File: config.mk
export PLATFORM = sky130hd
export DESIGN_NAME = set_insert_remove_lookup
export DESIGN_NICKNAME = d
export VERILOG_FILES = /design/src/hw/rtl/sirl_pkg.sv /design/src/hw/rtl/sirl_ram.sv /design/src/hw/rtl/set_insert_remove_lookup.sv
export SDC_FILE = /design/constraint.sdc
export NUM_CORES = 1
export LEC_CHECK = 0
export ABC_CLOCK_PERIOD_IN_PS = 6600
export BUFFER_PORTS_ARGS = -buffer_cell sky130_fd_sc_hd__buf_4
export CELL_PAD_IN_SITES_DETAIL_PLACEMENT = 0
export CELL_PAD_IN_SITES_GLOBAL_PLACEMENT = 1
export CORE_MARGIN = 4
export CORE_UTILIZATION = 30
export CTS_CLUSTER_DIAMETER = 50
export DETAILED_ROUTE_END_ITERATION = 12
export PLACE_DENSITY = 0.52
export SLEW_MARGIN = 25
export SYNTH_ARGS = -nofsm -noshare
export SYNTH_HDL_FRONTEND = slang
export SYNTH_SLANG_ARGS = --single-unit
File: constraint.sdc
create_clock -name clk -period 6.6 [get_ports clk]
set_clock_uncertainty 0.2 [all_clocks]
set_input_delay 0.33 -clock clk [delete_from_list [all_inputs] [get_ports clk]]
set_output_delay 0.33 -clock clk [all_outputs]
set_load 0.02 [all_outputs]
File: src/hw/rtl/sirl_pkg.sv
// ============================================================================
// sirl_pkg
// Shared definitions for the bounded set block: operation codes and the
// default sizes of the table.
// ============================================================================
package sirl_pkg;

    localparam int unsigned DEF_CAPACITY   = 16;
    localparam int unsigned DEF_VALUE_BITS = 32;

    localparam int unsigned FUNC_W   = 2;
    localparam int unsigned ITEM_W   = 32;
    localparam int unsigned COUNT_W  = 5;

    typedef enum logic [FUNC_W-1:0] {
        FUNC_ADD    = 2'd0,
        FUNC_REMOVE = 2'd1,
        FUNC_TEST   = 2'd2
    } func_t;

endpackage

File: src/hw/rtl/sirl_ram.sv
// ============================================================================
// sirl_ram
// Generic single-write, single-read synchronous RAM with registered read data.
// ============================================================================
module sirl_ram #(
    parameter int unsigned WIDTH = 8,
    parameter int unsigned DEPTH = 16
) (
    input  logic                     clk,
    input  logic                     we,
    input  logic [$clog2(DEPTH)-1:0] waddr,
    input  logic [WIDTH-1:0]         wdata,
    input  logic [$clog2(DEPTH)-1:0] raddr,
    output logic [WIDTH-1:0]         rdata
);

    logic [WIDTH-1:0] mem [DEPTH];

    always_ff @(posedge clk)
    begin
        if (we)
        begin
            mem[waddr] <= wdata;
        end
        rdata <= mem[raddr];
    end

endmodule

File: src/hw/rtl/set_insert_remove_lookup.sv
// ============================================================================
// set_insert_remove_lookup
// Bounded set of distinct values. Each table slot holds a valid mark and a
// value in one RAM word; every operation scans all slots once, one per cycle.
// Sequence: ST_SCAN reads every slot in turn, ST_TAIL waits for the last
//   registered read, then ST_FINISH writes back and sets done.
// A new word is taken only in ST_IDLE; busy covers the whole scan.
// Results are strobed for one cycle on done; the receiver cannot stall.
// Reset: a clearing pass writes every slot invalid, with busy held high;
//   the member count resets to zero.
// ============================================================================
module set_insert_remove_lookup #(
    parameter int unsigned CAPACITY   = sirl_pkg::DEF_CAPACITY,
    parameter int unsigned VALUE_BITS = sirl_pkg::DEF_VALUE_BITS
) (
    input  logic                           clk,
    input  logic                           rst_n,
    input  logic                           start,
    output logic                           busy,
    input  logic [sirl_pkg::FUNC_W-1:0]    func,
    input  logic [sirl_pkg::ITEM_W-1:0]    item_value,
    output logic                           done,
    output logic                           was_present,
    output logic [sirl_pkg::COUNT_W-1:0]   element_count,
    output logic                           add_refused
);

    import sirl_pkg::*;

    localparam int unsigned AW    = $clog2(CAPACITY);
    localparam int unsigned CW0   = $clog2(CAPACITY + 1);
    localparam int unsigned CNT_W = (CW0 > COUNT_W) ? CW0 : COUNT_W;
    localparam int unsigned WORD_W = VALUE_BITS + 1;
    localparam logic [AW-1:0] LAST_IDX = AW'(CAPACITY - 1);

    typedef enum logic [2:0] {
        ST_CLEAR,
        ST_IDLE,
        ST_SCAN,
        ST_TAIL,
        ST_FINISH
    } state_t;

    state_t                 state_reg, state_next;
    logic [AW-1:0]          idx_reg, idx_next;
    logic                   rd_valid_reg, rd_valid_next;
    logic [AW-1:0]          rd_idx_reg, rd_idx_next;
    logic                   hit_reg, hit_next;
    logic [AW-1:0]          hit_idx_reg, hit_idx_next;
    logic                   free_reg, free_next;
    logic [AW-1:0]          free_idx_reg, free_idx_next;
    logic [CNT_W-1:0]       count_reg, count_next;
    logic                   done_reg, done_next;
    logic                   present_reg, present_next;
    logic                   refused_reg, refused_next;
    logic [VALUE_BITS-1:0]  key_reg, key_next;
    logic [FUNC_W-1:0]      op_reg, op_next;

    logic [VALUE_BITS-1:0]  key_in;
    logic                   ram_we;
    logic [AW-1:0]          ram_waddr;
    logic [WORD_W-1:0]      ram_wdata;
    logic [AW-1:0]          ram_raddr;
    logic [WORD_W-1:0]      ram_rdata;
    logic                   slot_valid;
    logic [VALUE_BITS-1:0]  slot_value;

    generate
        if (VALUE_BITS > ITEM_W)
        begin : g_key_wide
            assign key_in = {{(VALUE_BITS - ITEM_W){1'b0}}, item_value};
        end
        else if (VALUE_BITS == ITEM_W)
        begin : g_key_same
            assign key_in = item_value;
        end
        else
        begin : g_key_narrow
            assign key_in = item_value[VALUE_BITS-1:0];
        end
    endgenerate

    sirl_ram #(
        .WIDTH (WORD_W),
        .DEPTH (CAPACITY)
    ) u_table (
        .clk   (clk),
        .we    (ram_we),
        .waddr (ram_waddr),
        .wdata (ram_wdata),
        .raddr (ram_raddr),
        .rdata (ram_rdata)
    );

    assign slot_valid = ram_rdata[VALUE_BITS];
    assign slot_value = ram_rdata[VALUE_BITS-1:0];
    assign ram_raddr  = idx_reg;

    always_comb
    begin
        state_next    = state_reg;
        idx_next      = idx_reg;
        rd_valid_next = 1'b0;
        rd_idx_next   = idx_reg;
        hit_next      = hit_reg;
        hit_idx_next  = hit_idx_reg;
        free_next     = free_reg;
        free_idx_next = free_idx_reg;
        count_next    = count_reg;
        done_next     = 1'b0;
        present_next  = present_reg;
        refused_next  = refused_reg;
        key_next      = key_reg;
        op_next       = op_reg;
        ram_we        = 1'b0;
        ram_waddr     = idx_reg;
        ram_wdata     = '0;

        // compare the word returned for the previous read
        if (rd_valid_reg)
        begin
            if (slot_valid)
            begin
                if (!hit_reg && (slot_value == key_reg))
                begin
                    hit_next     = 1'b1;
                    hit_idx_next = rd_idx_reg;
                end
            end
            else if (!free_reg)
            begin
                free_next     = 1'b1;
                free_idx_next = rd_idx_reg;
            end
        end

        unique case (state_reg)
            ST_CLEAR:
            begin
                ram_we    = 1'b1;
                ram_waddr = idx_reg;
                ram_wdata = '0;
                if (idx_reg == LAST_IDX)
                begin
                    idx_next   = '0;
                    state_next = ST_IDLE;
                end
                else
                begin
                    idx_next = idx_reg + AW'(1);
                end
            end
            ST_IDLE:
            begin
                if (start)
                begin
                    key_next      = key_in;
                    op_next       = func;
                    hit_next      = 1'b0;
                    free_next     = 1'b0;
                    idx_next      = '0;
                    state_next    = ST_SCAN;
                end
            end
            ST_SCAN:
            begin
                rd_valid_next = 1'b1;
                rd_idx_next   = idx_reg;
                if (idx_reg == LAST_IDX)
                begin
                    idx_next   = '0;
                    state_next = ST_TAIL;
                end
                else
                begin
                    idx_next = idx_reg + AW'(1);
                end
            end
            ST_TAIL:
            begin
                state_next = ST_FINISH;
            end
            ST_FINISH:
            begin
                present_next = hit_reg;
                refused_next = 1'b0;
                done_next    = 1'b1;
                state_next   = ST_IDLE;
                unique case (op_reg)
                    FUNC_ADD:
                    begin
                        if (!hit_reg)
                        begin
                            if (free_reg)
                            begin
                                ram_we     = 1'b1;
                                ram_waddr  = free_idx_reg;
                                ram_wdata  = {1'b1, key_reg};
                                count_next = count_reg + CNT_W'(1);
                            end
                            else
                            begin
                                refused_next = 1'b1;
                            end
                        end
                    end
                    FUNC_REMOVE:
                    begin
                        if (hit_reg)
                        begin
                            ram_we    = 1'b1;
                            ram_waddr = hit_idx_reg;
                            ram_wdata = '0;
                            if (count_reg != '0)
                            begin
                                count_next = count_reg - CNT_W'(1);
                            end
                        end
                    end
                    default:
                    begin
                    end
                endcase
            end
            default:
            begin
                state_next = ST_IDLE;
            end
        endcase
    end

    always_ff @(posedge clk or negedge rst_n)
    begin
        if (!rst_n)
        begin
            state_reg    <= ST_CLEAR;
            idx_reg      <= '0;
            rd_valid_reg <= 1'b0;
            hit_reg      <= 1'b0;
            free_reg     <= 1'b0;
            count_reg    <= '0;
            done_reg     <= 1'b0;
            present_reg  <= 1'b0;
            refused_reg  <= 1'b0;
        end
        else
        begin
            state_reg    <= state_next;
            idx_reg      <= idx_next;
            rd_valid_reg <= rd_valid_next;
            hit_reg      <= hit_next;
            free_reg     <= free_next;
            count_reg    <= count_next;
            done_reg     <= done_next;
            present_reg  <= present_next;
            refused_reg  <= refused_next;
        end
    end

    always_ff @(posedge clk)
    begin
        rd_idx_reg   <= rd_idx_next;
        hit_idx_reg  <= hit_idx_next;
        free_idx_reg <= free_idx_next;
        key_reg      <= key_next;
        op_reg       <= op_next;
    end

    assign busy          = (state_reg != ST_IDLE);
    assign done          = done_reg;
    assign was_present   = present_reg;
    assign element_count = count_reg[COUNT_W-1:0];
    assign add_refused   = refused_reg;

endmodule

# Yosys cells after proc, flatten, opt, wreduce, memory -nomap -nowiden
# Memory sizes are Yosys's and may differ from the RTL's. A register that Yosys moved wholly into a read port is not among the register bits.
# Index checks and enable logic that the tools add are counted.
[op_classes] multipliers=0 mux=42 reduce_logical=14 order_cmp=0 bitwise=2 div=0 eq_ne=15 n_addsub=3 n_shift=0
[ops] op="2-to-1 mux 33 bit" n=4
[ops] op="== test 32 bit" n=1
[ops] op="2-to-1 mux 4 bit" n=6
[ops] op="2-to-1 mux 5 bit" n=4
[ops] op="2-to-1 mux 1 bit" n=19
[ops] op="one-hot mux 4 bit (2 select lines)" n=2
[ops] op="!= test 2 bit, second input constant" n=7
[ops] op="one-hot mux 3 bit (4 select lines)" n=1
[ops] op="one-hot mux 5 bit (2 select lines)" n=1
[ops] op="2-to-1 mux 3 bit" n=3
[ops] op="AND reduction 3 bit" n=3
[ops] op="== test 3 x 2 -> 1 bit, second input constant" n=2
[ops] op="AND reduction 6 bit" n=1
[ops] op="adder 5 x 1 -> 5 bit, second input constant" n=1
[ops] op="nonzero test 5 bit" n=1
[ops] op="subtractor 5 x 1 -> 5 bit, second input constant" n=1
[ops] op="adder 4 x 1 -> 4 bit, second input constant" n=1
[ops] op="== test 4 bit, second input constant" n=1
[ops] op="one-hot mux 1 bit (2 select lines)" n=2
[ops] op="AND reduction 2 bit" n=2
[ops] op="nonzero test 2 bit" n=2
[ops] op="== test 3 x 1 -> 1 bit, second input constant" n=1
[ops] op="== test 3 bit, second input constant" n=1
[ops] op="logical NOT 3 bit" n=1
[ops] op="7 further kinds" n=8
[totals] n_memories=1 inputBits=37 output_inout_bits=9 register_bits=64 latch_bits=0 mem_bits_ro=0 mem_bits_rw=528
[memory_table] memory="u_table.mem" depth=16 word_bits=33 read_ports=1 rd_clocked_by_memory_dff=1 write_ports=1 line="sirl_ram.sv:17" text="logic [WIDTH-1:0] mem [DEPTH];"

# Depth between registers and ports, before layout
# Gate-level depths: netlist (run 1).
[depth] ltp_word=7 ltp_mapped=8 depth_no_buf=8

# Modules after synthesis
# From an unflattened synthesis (run 1), not the netlist that was laid out.
[hier_totals] cells_unflattened=1093 area_unflattened_um2=23578.9
[modules_own_cells] mod="sirl_ram" cells_per_inst=864 n_inst=1 seq_area_each_um2=16515.8 area_each_um2=20631.0
[modules_own_cells] mod="set_insert_remove_lookup" cells_per_inst=229 n_inst=1 seq_area_each_um2=1791.7 area_each_um2=2947.8

# Worst setup path before layout (run 1)
# No wires, ideal clock.
[synth_path] path_kind="register to register" from="reg hit_reg" to="mem u_table.mem[4][0] (netlist name), enable pin" synth_period_minus_slack_ps=3537 required_ps=5977 slack_ps=3063 setup_time_ps=423 path_buffers=1 stages_incl_launch_ff=7 t_arrival_ps=2914 path_cell_list="dfrtp_1 > nor3b_1 > buf_2 > o21bai_1 > a211oi_2 > nand3_1 > nor2_1"
[synth_between] elab_chain_cells=5
[synth_lines] element="start, declared" line="set_insert_remove_lookup.sv:48" text="logic hit_reg, hit_next;"
[synth_lines] element="start signal, assigned" line="set_insert_remove_lookup.sv:251" text="hit_reg <= hit_next;"
[synth_lines] element="2-to-1 mux 1 bit, on equally long branches" line="set_insert_remove_lookup.sv:209, set_insert_remove_lookup.sv:192"
[synth_lines] element="one-hot mux 1 bit (2 select lines)" line="set_insert_remove_lookup.sv:189" text="unique case (op_reg)"
[synth_lines] element="one-hot mux 1 bit (2 select lines)" line="set_insert_remove_lookup.sv:137" text="unique case (state_reg)"
[synth_lines] element="2-to-1 mux 1 bit" line="sirl_ram.sv:21" text="if (we)"
[synth_lines] element="2-to-1 mux 1 bit (not written as such)" line="sirl_ram.sv:23" text="mem[waddr] <= wdata;"
[synth_lines] element="end, declared" line="sirl_ram.sv:17"
# Parallel ways exist; a longest one is shown, timed or not.

# Worst setup path in the final report (run 1)
[layout_path] from="reg state_reg[0]" to="mem u_table.mem[14][26] (netlist name), enable pin"
[layout_between] elab_chain_cells=4
[layout_lines] element="start, declared" line="set_insert_remove_lookup.sv:44" text="state_t state_reg, state_next;"
[layout_lines] element="start signal, assigned" line="set_insert_remove_lookup.sv:248" text="state_reg <= state_next;"
[layout_lines] element="== test 3 bit / logical NOT 3 bit (equally long branches)" line="set_insert_remove_lookup.sv:137"
[layout_lines] element="one-hot mux 1 bit (2 select lines)" line="set_insert_remove_lookup.sv:137"
[layout_lines] element="2-to-1 mux 1 bit" line="sirl_ram.sv:21"
[layout_lines] element="2-to-1 mux 1 bit (not written as such)" line="sirl_ram.sv:23"
# Parallel ways exist; a longest one is shown, timed or not.

==> results.json, run 1 <==
{
  "clkLatencyLatePin_ns": 0.64,
  "cap_violations": 0,
  "hold_path_depth": 2,
  "hpwl_um": 31810,
  "power.net_switching_w": 0.003505,
  "r2r-end": "u_table.mem[14][26]$_DFFE_PP_",
  "synthFlopType": "edfxtp_1",
  "rrSetupSlack_ns": 2.68,
  "intPower_w": 0.008866,
  "drt_iter0_drc": 848,
  "r2r_start": "state_reg[0]$_DFFE_PN0P_",
  "layout-drive-gt1-share": 0.2460,
  "status": "complete, no violations",
  "place_inst": 2099,
  "n_antenna_cell": 0,
  "grt_antenna_before_repair": 0,
  "die_h_um": 290.6,
  "p_seq_frac": 0.437,
  "antenna_left": 0,
  "rows": 103,
  "clock-sinks": 625,
  "core_area_um2": 79000,
  "max-vdd-ir-drop_mv": 0.2314,
  "fin_cells": 2286,
  "switching_share": 0.2834,
  "drt_pass1_iterations": 6,
  "max_freq_mhz": 255.2,
  "synth.yosys.warnings": 0,
  "reg2reg_depth": 7,
  "critPathRequiredTime_ns": 6.71,
  "fin_ws_ns": 2.682,
  "crit_path_max_fanout": 34,
  "worst_slew_pin_slew_ns": 1.025,
  "final_common_cell": "edfxtp_1",
  "p_leak_nw": 9.903,
  "hp-class": "primary input to flip-flop",
  "fin_crit_ns": 3.918,
  "ys_ff_latch": 625,
  "hp-start": "item_value[23]",
  "cts.path.max_buffers": 3,
  "gp_congestion": 0.7007,
  "fin_util": 0.3627,
  "ctsResizeCount": 0,
  "clk_pin_slew_ns": 0.06,
  "initial_utilization": 0.3032,
  "synth-edff-count": 570,
  "largest_reg_flops": 528,
  "area_growth_pct": 19.62,
  "pre_cts_slack_ns": 2.602,
  "pwr-share-comb": 0.221,
  "fill_cells": 7244,
  "maxSlewHeadroom": 0.3152,
  "grt_max_degree": 102,
  "die_w_um": 290.6,
  "grt_pass1_wl_um": 83650,
  "vias": 10980,
  "report.final.hold_viol_count": 0,
  "die_area_um2": 84430,
  "p_per_area_nw_per_um2": 431.7,
  "period_share": 0.5937,
  "crit_arrival_ns": 4.03,
  "fin_setup_tns_ns": 0,
  "cts_max_level": 3,
  "wire_per_inst_um": 25.05,
  "ys_types": 48,
  "synthCells": 1030,
  "ys_seq_area_frac": 0.7643,
  "cts_buffers": 81,
  "routed_wl_um": 57270,
  "syn_nets": 1072,
  "report.final.slew_viol_count": 0,
  "grt_usage": 0.1357,
  "critPathLaunchType": "flip-flop",
  "avgSynthCellArea_um2": 23.26,
  "synth-async-reset-ratio": 0.02880,
  "clock-root-buffer": "clkbuf_16",
  "netlist_area_um2": 23950,
  "grt-ovfl-total": 0,
  "first_global_vias": 11540,
  "end_kind": "flip-flop",
  "path_class": "flip-flop to flip-flop",
  "grt_setup_unrepaired": "no",
  "layout.nets": 1213,
  "cts_tree": "built",
  "vias_per_cell": 4.803,
  "clkPwrFrac": 0.343,
  "numPortBuffers": 45,
  "holdPathEnd": "key_reg[23]$_DFFE_PP_",
  "layout_common_cells": "edfxtp_1, mux4_1, mux4_2, clkbuf_16, buf_4",
  "ios": 46,
  "drc": 0,
  "setup_violations": 0
}
## through the flow
step           hold WS, ns  total power [W]  instance area (µm²)
2_1_floorplan      -0.1656         0.007302                23950
3_3_place_gp       0.02212         0.008243                25610
3_5_place_dp       0.02368         0.008263                25610
4_1_cts             0.1794          0.01257                28600
5_1_grt             0.1871          0.01295                28650
6_report            0.2195          0.01237                28650
## area by class of cell
type,count,area [µm²],share of cell area
clock buffers,104,2143,0.07480
clock inverters,44,471.7,0.01646
inverters,8,30.03,0.001048
multi-input cells,347,5419,0.1891
flip-flops and latches,625,18320,0.6394
well taps,1050,1314,0.04585
repair buffers,108,955.9,0.03336
## worst max-delay path: stages, from the launching register on
cell	delay, ns
dfrtp_1	0.50
nor4b_4	0.31
buf_4	0.42
o31ai_2	0.24
a2bb2oi_1	0.24
nand3_1	0.36
nor2_4	0.89
buf_4	0.40
## synth_stat cells (2+ instances only)
library cell  count  share of area
buf_1             8         0.0013
o2bb2ai_1         2        0.00073
o21ai_0          14         0.0029
mux4_2           81          0.076
edfxtp_1        570           0.71
a2bb2oi_1         2        0.00073
nor4_1            3        0.00078
buf_12            3         0.0025
nor3b_1           2        0.00063
mux4_1           84          0.092
xnor2_1          33          0.012
ha_1              4         0.0021
inv_1             8         0.0013
xor2_1            3         0.0011
buf_6            12         0.0056
clkbuf_1         23         0.0036
a32oi_1           2        0.00073
a21oi_1           7         0.0015
dfxtp_1          37          0.031
nand4_1           8         0.0021
nor3_1            3        0.00063
a22oi_1           3        0.00094
buf_2             4        0.00084
nor2_1           26         0.0041
nand2_1           5        0.00078
mux2_2            4         0.0019
a31oi_1           2        0.00052
nor2b_1           3        0.00078
nand3_1           7         0.0015
and3_1           32         0.0084
dfrtp_1          18          0.019
## metal layers
metal / global-route usage / vias up / share of wire
li1: - / 4706 / -
met2: 0.2111 / 250 / 0.47
met5: 0 / - / 0
met1: 0.1966 / 5951 / 0.47
met4: 0.03939 / 0 / 0.020
met3: 0.02392 / 73 / 0.039
## timing repair
item                       CTS  global route
buffers inserted             0             0
setup endpoints to repair    0             0
hold buffers                37             0
hold endpoints to repair    53             0
## worst max-delay path by stage
stage,slack (ns),depth (start not counted),startpoint,to
finish,2.68,7,state_reg[0]$_DFFE_PN0P_,u_table.mem[14][26]$_DFFE_PP_
CTS,2.60,7,state_reg[0]$_DFFE_PN0P_,u_table.mem[5][16]$_DFFE_PP_
floorplan,3.06,6,hit_reg$_DFF_PN0_,u_table.mem[4][0]$_DFFE_PP_
global placement,2.63,7,state_reg[0]$_DFFE_PN0P_,u_table.mem[12][26]$_DFFE_PP_
detailed placement,2.60,7,state_reg[0]$_DFFE_PN0P_,u_table.mem[5][20]$_DFFE_PP_
global route,2.48,7,state_reg[0]$_DFFE_PN0P_,u_table.mem[12][26]$_DFFE_PP_
## power groups by stage
stage                     sequential, W  clock [W]  combinational (W)
after floorplan                 0.00521          0            0.00209
after global placement          0.00549          0            0.00275
after detailed placement        0.00550          0            0.00277
after CTS                       0.00542    0.00436            0.00279
after global routing            0.00547    0.00454            0.00294
final                           0.00540    0.00424            0.00273
## logic make-up after synthesis
family,count (synthesis),synth area share
DFF,625,0.7643
muxes,170,0.1706
and+or+nand+nor,99,0.02382
buffers and inverters,58,0.01510
AOI/OAI and AO/OA,37,0.01008
xor gates and xnor gates,36,0.01316
adders and majority gates,5,0.002925
(Power assumes the default switching activity.)
==> run 2: changes to the inputs <==
--- a/config.mk
+++ b/config.mk
@@ -5,7 +5,7 @@
 export SDC_FILE = /design/constraint.sdc
 export NUM_CORES = 1
 export LEC_CHECK = 0
-export ABC_CLOCK_PERIOD_IN_PS = 6600
+export ABC_CLOCK_PERIOD_IN_PS = 3600
 export BUFFER_PORTS_ARGS = -buffer_cell sky130_fd_sc_hd__buf_4
 export CELL_PAD_IN_SITES_DETAIL_PLACEMENT = 0
 export CELL_PAD_IN_SITES_GLOBAL_PLACEMENT = 1
@@ -13,7 +13,7 @@
 export CORE_UTILIZATION = 30
 export CTS_CLUSTER_DIAMETER = 50
 export DETAILED_ROUTE_END_ITERATION = 12
-export PLACE_DENSITY = 0.52
+export PLACE_DENSITY = 0.53
 export SLEW_MARGIN = 25
 export SYNTH_ARGS = -nofsm -noshare
 export SYNTH_HDL_FRONTEND = slang
==> constraint.sdc (replaced) <==
create_clock -name clk -period 3.6 [get_ports clk]
set_clock_uncertainty 0.2 [all_clocks]
set_input_delay 0.18 -clock clk [delete_from_list [all_inputs] [get_ports clk]]
set_output_delay 0.18 -clock clk [all_outputs]
set_load 0.02 [all_outputs]
==> results.json, run 2 (synthesis results as in run 1) <==
{
  "status": "complete, no violations",
  "cap_violations": 0,
  "area_growth_pct": 19.52,
  "path_class": "flip-flop to flip-flop",
  "cts_setup_buffers": 0,
  "critPathLaunchType": "flip-flop",
  "initial_utilization": 0.3032,
  "critPathRequiredTime_ns": 3.68,
  "core_area_um2": 79000,
  "fill_cells": 7210,
  "drc": 0,
  "period_share": 0.9388,
  "fin_setup_tns_ns": 0,
  "report.final.hold_viol_count": 0,
  "die_h_um": 290.6,
  "numPortBuffers": 45,
  "p_per_area_nw_per_um2": 781.5,
  "grt_max_degree": 138,
  "hpwl_um": 29610,
  "clock-root-buffer": "clkbuf_16",
  "worst_slew_pin_slew_ns": 1.024,
  "intPower_w": 0.01608,
  "drt_pass1_iterations": 5,
  "fin_crit_ns": 3.380,
  "largest_reg_flops": 528,
  "die_w_um": 290.6,
  "max_freq_mhz": 295.9,
  "rows": 103,
  "p_seq_frac": 0.428,
  "clkPwrFrac": 0.330,
  "grt-ovfl-total": 0,
  "rrSetupSlack_ns": 0.22,
  "n_antenna_cell": 0,
  "clock-sinks": 625,
  "pwr-share-comb": 0.242,
  "grt_usage": 0.1271,
  "r2r_start": "op_reg[0]$_DFFE_PP_",
  "cts_tree": "built",
  "r2r-end": "u_table.mem[11][9]$_DFFE_PP_",
  "ios": 46,
  "power.net_switching_w": 0.006290,
  "end_kind": "flip-flop",
  "cts_max_level": 3,
  "vias": 10920,
  "worstSetupStartpoint": "op_reg[0]$_DFFE_PP_",
  "grt_pass1_wl_um": 79900,
  "routed_wl_um": 54030,
  "ff_latch_area_um2": 18320,
  "crit_arrival_ns": 3.46,
  "first_global_vias": 11430,
  "setup_violations": 0,
  "p_leak_nw": 9.898,
  "fin_cells": 2288,
  "switching_share": 0.2811,
  "final_common_cell": "edfxtp_1",
  "clk_pin_slew_ns": 0.05,
  "max-vdd-ir-drop_mv": 0.5002,
  "antenna_left": 0,
  "cts.path.max_buffers": 3,
  "grt_antenna_before_repair": 2,
  "hp-class": "primary input to flip-flop",
  "layout_common_cells": "edfxtp_1, mux4_1, mux4_2",
  "crit_path_max_fanout": 21,
  "cts_buffers": 77,
  "clkLatencyLatePin_ns": 0.62,
  "layout-drive-gt1-share": 0.2472,
  "p_total_w": 0.02237,
  "wire_per_inst_um": 23.61,
  "grt_setup_unrepaired": "no",
  "drt_iter0_drc": 735,
  "gp_congestion": 0.7287,
  "critPathCapture": "u_table.mem[11][9]$_DFFE_PP_",
  "die_area_um2": 84430,
  "vias_per_cell": 4.772,
  "report.final.slew_viol_count": 0,
  "layout.nets": 1221,
  "reg2reg_depth": 6,
  "place_inst": 2112,
  "multi_input_area_um2": 5431,
  "maxSlewHeadroom": 0.3173
}
[run 2: cell count changes in the layout (fill, tap and decap cells not counted), sizes merged]
| cell | change |
|---|---|
| clkinv | +1 |
| clkbuf | -10 |
| inv | -1 |
| buf | +12 |
[run 2: how the worst min path moves through the flow]
stage                              endpoint            from  cells past startpoint
2_1_floorplan       add_refused$_DFFE_PN0P_           rst_n                      0
3_3_place_gp   element_count[2]$_DFFE_PN0P_           rst_n                      1
3_5_place_dp   element_count[2]$_DFFE_PN0P_           rst_n                      1
4_1_cts               key_reg[12]$_DFFE_PP_  item_value[12]                      2
5_1_grt               key_reg[15]$_DFFE_PP_  item_value[15]                      2
6_report              key_reg[12]$_DFFE_PP_  item_value[12]                      2
[run 2: power by group through the flow]
stage	logic, W	clock network (W)	registers (W)
6_report	0.00541	0.00739	0.00957
5_1_grt	0.00581	0.00795	0.00967
4_1_cts	0.00560	0.00761	0.00959
3_5_place_dp	0.00555	0	0.00973
3_3_place_gp	0.00554	0	0.00970
2_1_floorplan	0.00383	0	0.00956
[run 2: worst max-delay path: stages, from the launching register on]
cell and delay (ns):
edfxtp_1 0.47, and2_0 0.46, o21bai_1 0.14, a211oi_2 0.35, nand3_1 0.23, nor2_4 0.78, buf_4 0.40
[run 2: cell type report]
class,count,area share
Clock inverter,44,0.01499
Timing Repair Buffer,120,0.03811
Tap cell,1050,0.04589
Multi-Input combinational cell,347,0.1897
Sequential cell,625,0.6399
Clock buffer,94,0.07028
Inverter,8,0.001049
[run 2: metal layers]
layer	track usage	wire, µm	vias up
met4	0.03247	855	0
met2	0.2038	25820	219
li1	-	-	4733
met3	0.02560	2344	70
met5	0	0	-
met1	0.1786	25000	5896
[run 2: timing repair]
action,CTS,global route
hold buffers,37,1
resized for setup,0,2
endpoints found under the setup margin,0,13
hold endpoints to repair,53,1
[run 2: per-stage QoR]
stage                     hold WS (ns)  area [µm²]  utilization  setup slack (ns)
after floorplan                -0.3156       23950            -           0.06309
after global placement         -0.1269       25800       0.3265            0.1733
after detailed placement       -0.1180       25800       0.3265            0.1238
after CTS                      0.03152       28610       0.3621           0.09112
after global routing           0.04663       28630       0.3624           0.04210
final                          0.08189       28630       0.3624            0.2204
==> run 3: changes to the inputs <==
--- a/config.mk
+++ b/config.mk
@@ -6,13 +6,13 @@
 export NUM_CORES = 1
 export LEC_CHECK = 0
 export ABC_CLOCK_PERIOD_IN_PS = 3600
-export BUFFER_PORTS_ARGS = -buffer_cell sky130_fd_sc_hd__buf_4
 export CELL_PAD_IN_SITES_DETAIL_PLACEMENT = 0
 export CELL_PAD_IN_SITES_GLOBAL_PLACEMENT = 1
 export CORE_MARGIN = 4
 export CORE_UTILIZATION = 30
 export CTS_CLUSTER_DIAMETER = 50
 export DETAILED_ROUTE_END_ITERATION = 12
+export DONT_BUFFER_PORTS = 1
 export PLACE_DENSITY = 0.53
 export SLEW_MARGIN = 25
 export SYNTH_ARGS = -nofsm -noshare
==> results.json, run 3 (synthesis results as in run 1) <==
{
  "initial_utilization": 0.3032,
  "critPathRequiredTime_ns": 3.64,
  "cap_violations": 0,
  "wirelength_met1_um": 25320,
  "cts_max_level": 3,
  "clock-sinks": 625,
  "pwr-share-comb": 0.226,
  "antenna_left": 0,
  "crit_path_max_fanout": 21,
  "wire_per_inst_um": 23.95,
  "numPortBuffers": 0,
  "clk_pin_slew_ns": 0.06,
  "fin_setup_tns_ns": 0,
  "routed_wl_um": 54700,
  "grt_usage": 0.1295,
  "first_global_vias": 11560,
  "end_kind": "flip-flop",
  "clkLatencyLatePin_ns": 0.63,
  "power.net_switching_w": 0.006525,
  "vias": 10820,
  "grt_antenna_before_repair": 0,
  "r2r-end": "u_table.mem[0][25]$_DFFE_PP_",
  "grt_pass1_wl_um": 80340,
  "p_seq_frac": 0.423,
  "clock-root-buffer": "clkbuf_16",
  "cts_tree": "built",
  "cts.path.max_buffers": 3,
  "layout-drive-gt1-share": 0.2238,
  "hp-class": "primary input to flip-flop",
  "core_area_um2": 79000,
  "die_w_um": 290.6,
  "max-vdd-ir-drop_mv": 0.3485,
  "hold_path_depth": 1,
  "clkPwrFrac": 0.351,
  "switching_share": 0.2817,
  "intPower_w": 0.01664,
  "ctsResizeCount": 0,
  "gp_congestion": 0.6909,
  "hp-start": "item_value[29]",
  "rows": 103,
  "crit_arrival_ns": 3.13,
  "holdPathEnd": "key_reg[29]$_DFFE_PP_",
  "grt_setup_unrepaired": "no",
  "report.final.slew_viol_count": 0,
  "r2r_start": "hit_reg$_DFF_PN0_",
  "die_h_um": 290.6,
  "max_freq_mhz": 323.6,
  "grt-ovfl-total": 0,
  "p_per_area_nw_per_um2": 797.7,
  "largest_reg_flops": 528,
  "status": "complete, no violations",
  "rrSetupSlack_ns": 0.51,
  "pre_cts_slack_ns": 0.5187,
  "p_leak_nw": 9.971,
  "die_area_um2": 84430,
  "vias_per_cell": 4.739,
  "p_total_w": 0.02316,
  "critPathLaunchType": "flip-flop",
  "wl_met2_um": 26080,
  "hpwl_um": 29750,
  "drt_pass1_iterations": 5,
  "report.final.hold_viol_count": 0,
  "worst_slew_pin_slew_ns": 1.050,
  "final_common_cell": "edfxtp_1",
  "cts_buffers": 81,
  "fin_crit_ns": 3.090,
  "fin_cells": 2284,
  "fin_ws_ns": 0.5100,
  "path_class": "flip-flop to flip-flop",
  "maxSlewHeadroom": 0.3001,
  "top_layer_used": "met4",
  "place_inst": 2068,
  "drt_iter0_drc": 734,
  "layout.nets": 1212,
  "drc": 0,
  "period_share": 0.8583,
  "reg2reg_depth": 6,
  "grt_max_degree": 68,
  "ios": 46,
  "layout_common_cells": "edfxtp_1, mux4_1, mux4_2, clkbuf_16, dlygate4sd3_1",
  "area_growth_pct": 21.22,
  "wl_met3_um": 2373,
  "setup_violations": 0
}
-- run 3: final cells by class --
cell class	count	area, µm²
antenna	1	2.502
clock buffer	98	2101
clock inverter	48	669.4
fill	7164	49960
inverter	8	30.03
multi-input combinational	347	5423
sequential	625	18320
tap	1050	1314
timing repair buffer	107	1176
-- run 3: worst max path at each step --
stage,startpoint,endpoint,slack [ns],depth (start not counted)
floorplan,hit_reg$_DFF_PN0_,u_table.mem[4][0]$_DFFE_PP_,0.06,6
global placement,hit_reg$_DFF_PN0_,u_table.mem[0][14]$_DFFE_PP_,0.56,6
detailed placement,hit_reg$_DFF_PN0_,u_table.mem[0][14]$_DFFE_PP_,0.52,6
CTS,op_reg[0]$_DFFE_PP_,u_table.mem[0][25]$_DFFE_PP_,0.48,6
global route,op_reg[0]$_DFFE_PP_,u_table.mem[0][25]$_DFFE_PP_,0.31,6
finish,hit_reg$_DFF_PN0_,u_table.mem[0][25]$_DFFE_PP_,0.51,6
-- run 3: timing repair --
| action | CTS | global route |
|---|---|---|
| setup buffers | 0 | 0 |
| hold buffers | 69 | 0 |
| hold endpoints to repair | 90 | 0 |
-- run 3: per-layer routing --
metal | GRT usage | up-vias
met4 | 0.03068 | 0
li1 | - | 4700
met1 | 0.1827 | 5817
met2 | 0.2076 | 234
met3 | 0.02659 | 72
met5 | 0 | -
-- run 3: metrics by stage --
stage,cell area [µm²],hold slack [ns],utilization
finish,29040,0.02734,0.3675
floorplan,23950,-0.3156,-
detailed placement,25570,-0.3151,0.3236
global route,29030,0.02878,0.3675
global placement,25570,-0.3151,0.3236
CTS,29030,0.005618,0.3674
-- run 3: critical path, cell delays in order, from the launching register on --
cell	delay [ns]
dfrtp_1	0.46
nor3b_2	0.52
o21bai_1	0.16
a211oi_2	0.36
nand3_1	0.39
nor2_4	0.21
buf_4	0.41
-- run 3: power by group through the flow --
stage	Sequential (W)	Clock, W	Combinational (W)
2_1_floorplan	0.00956	0	0.00383
3_3_place_gp	0.00994	0	0.00531
3_5_place_dp	0.00997	0	0.00533
4_1_cts	0.00983	0.00837	0.00542
5_1_grt	0.00991	0.00872	0.00563
6_report	0.00980	0.00813	0.00523
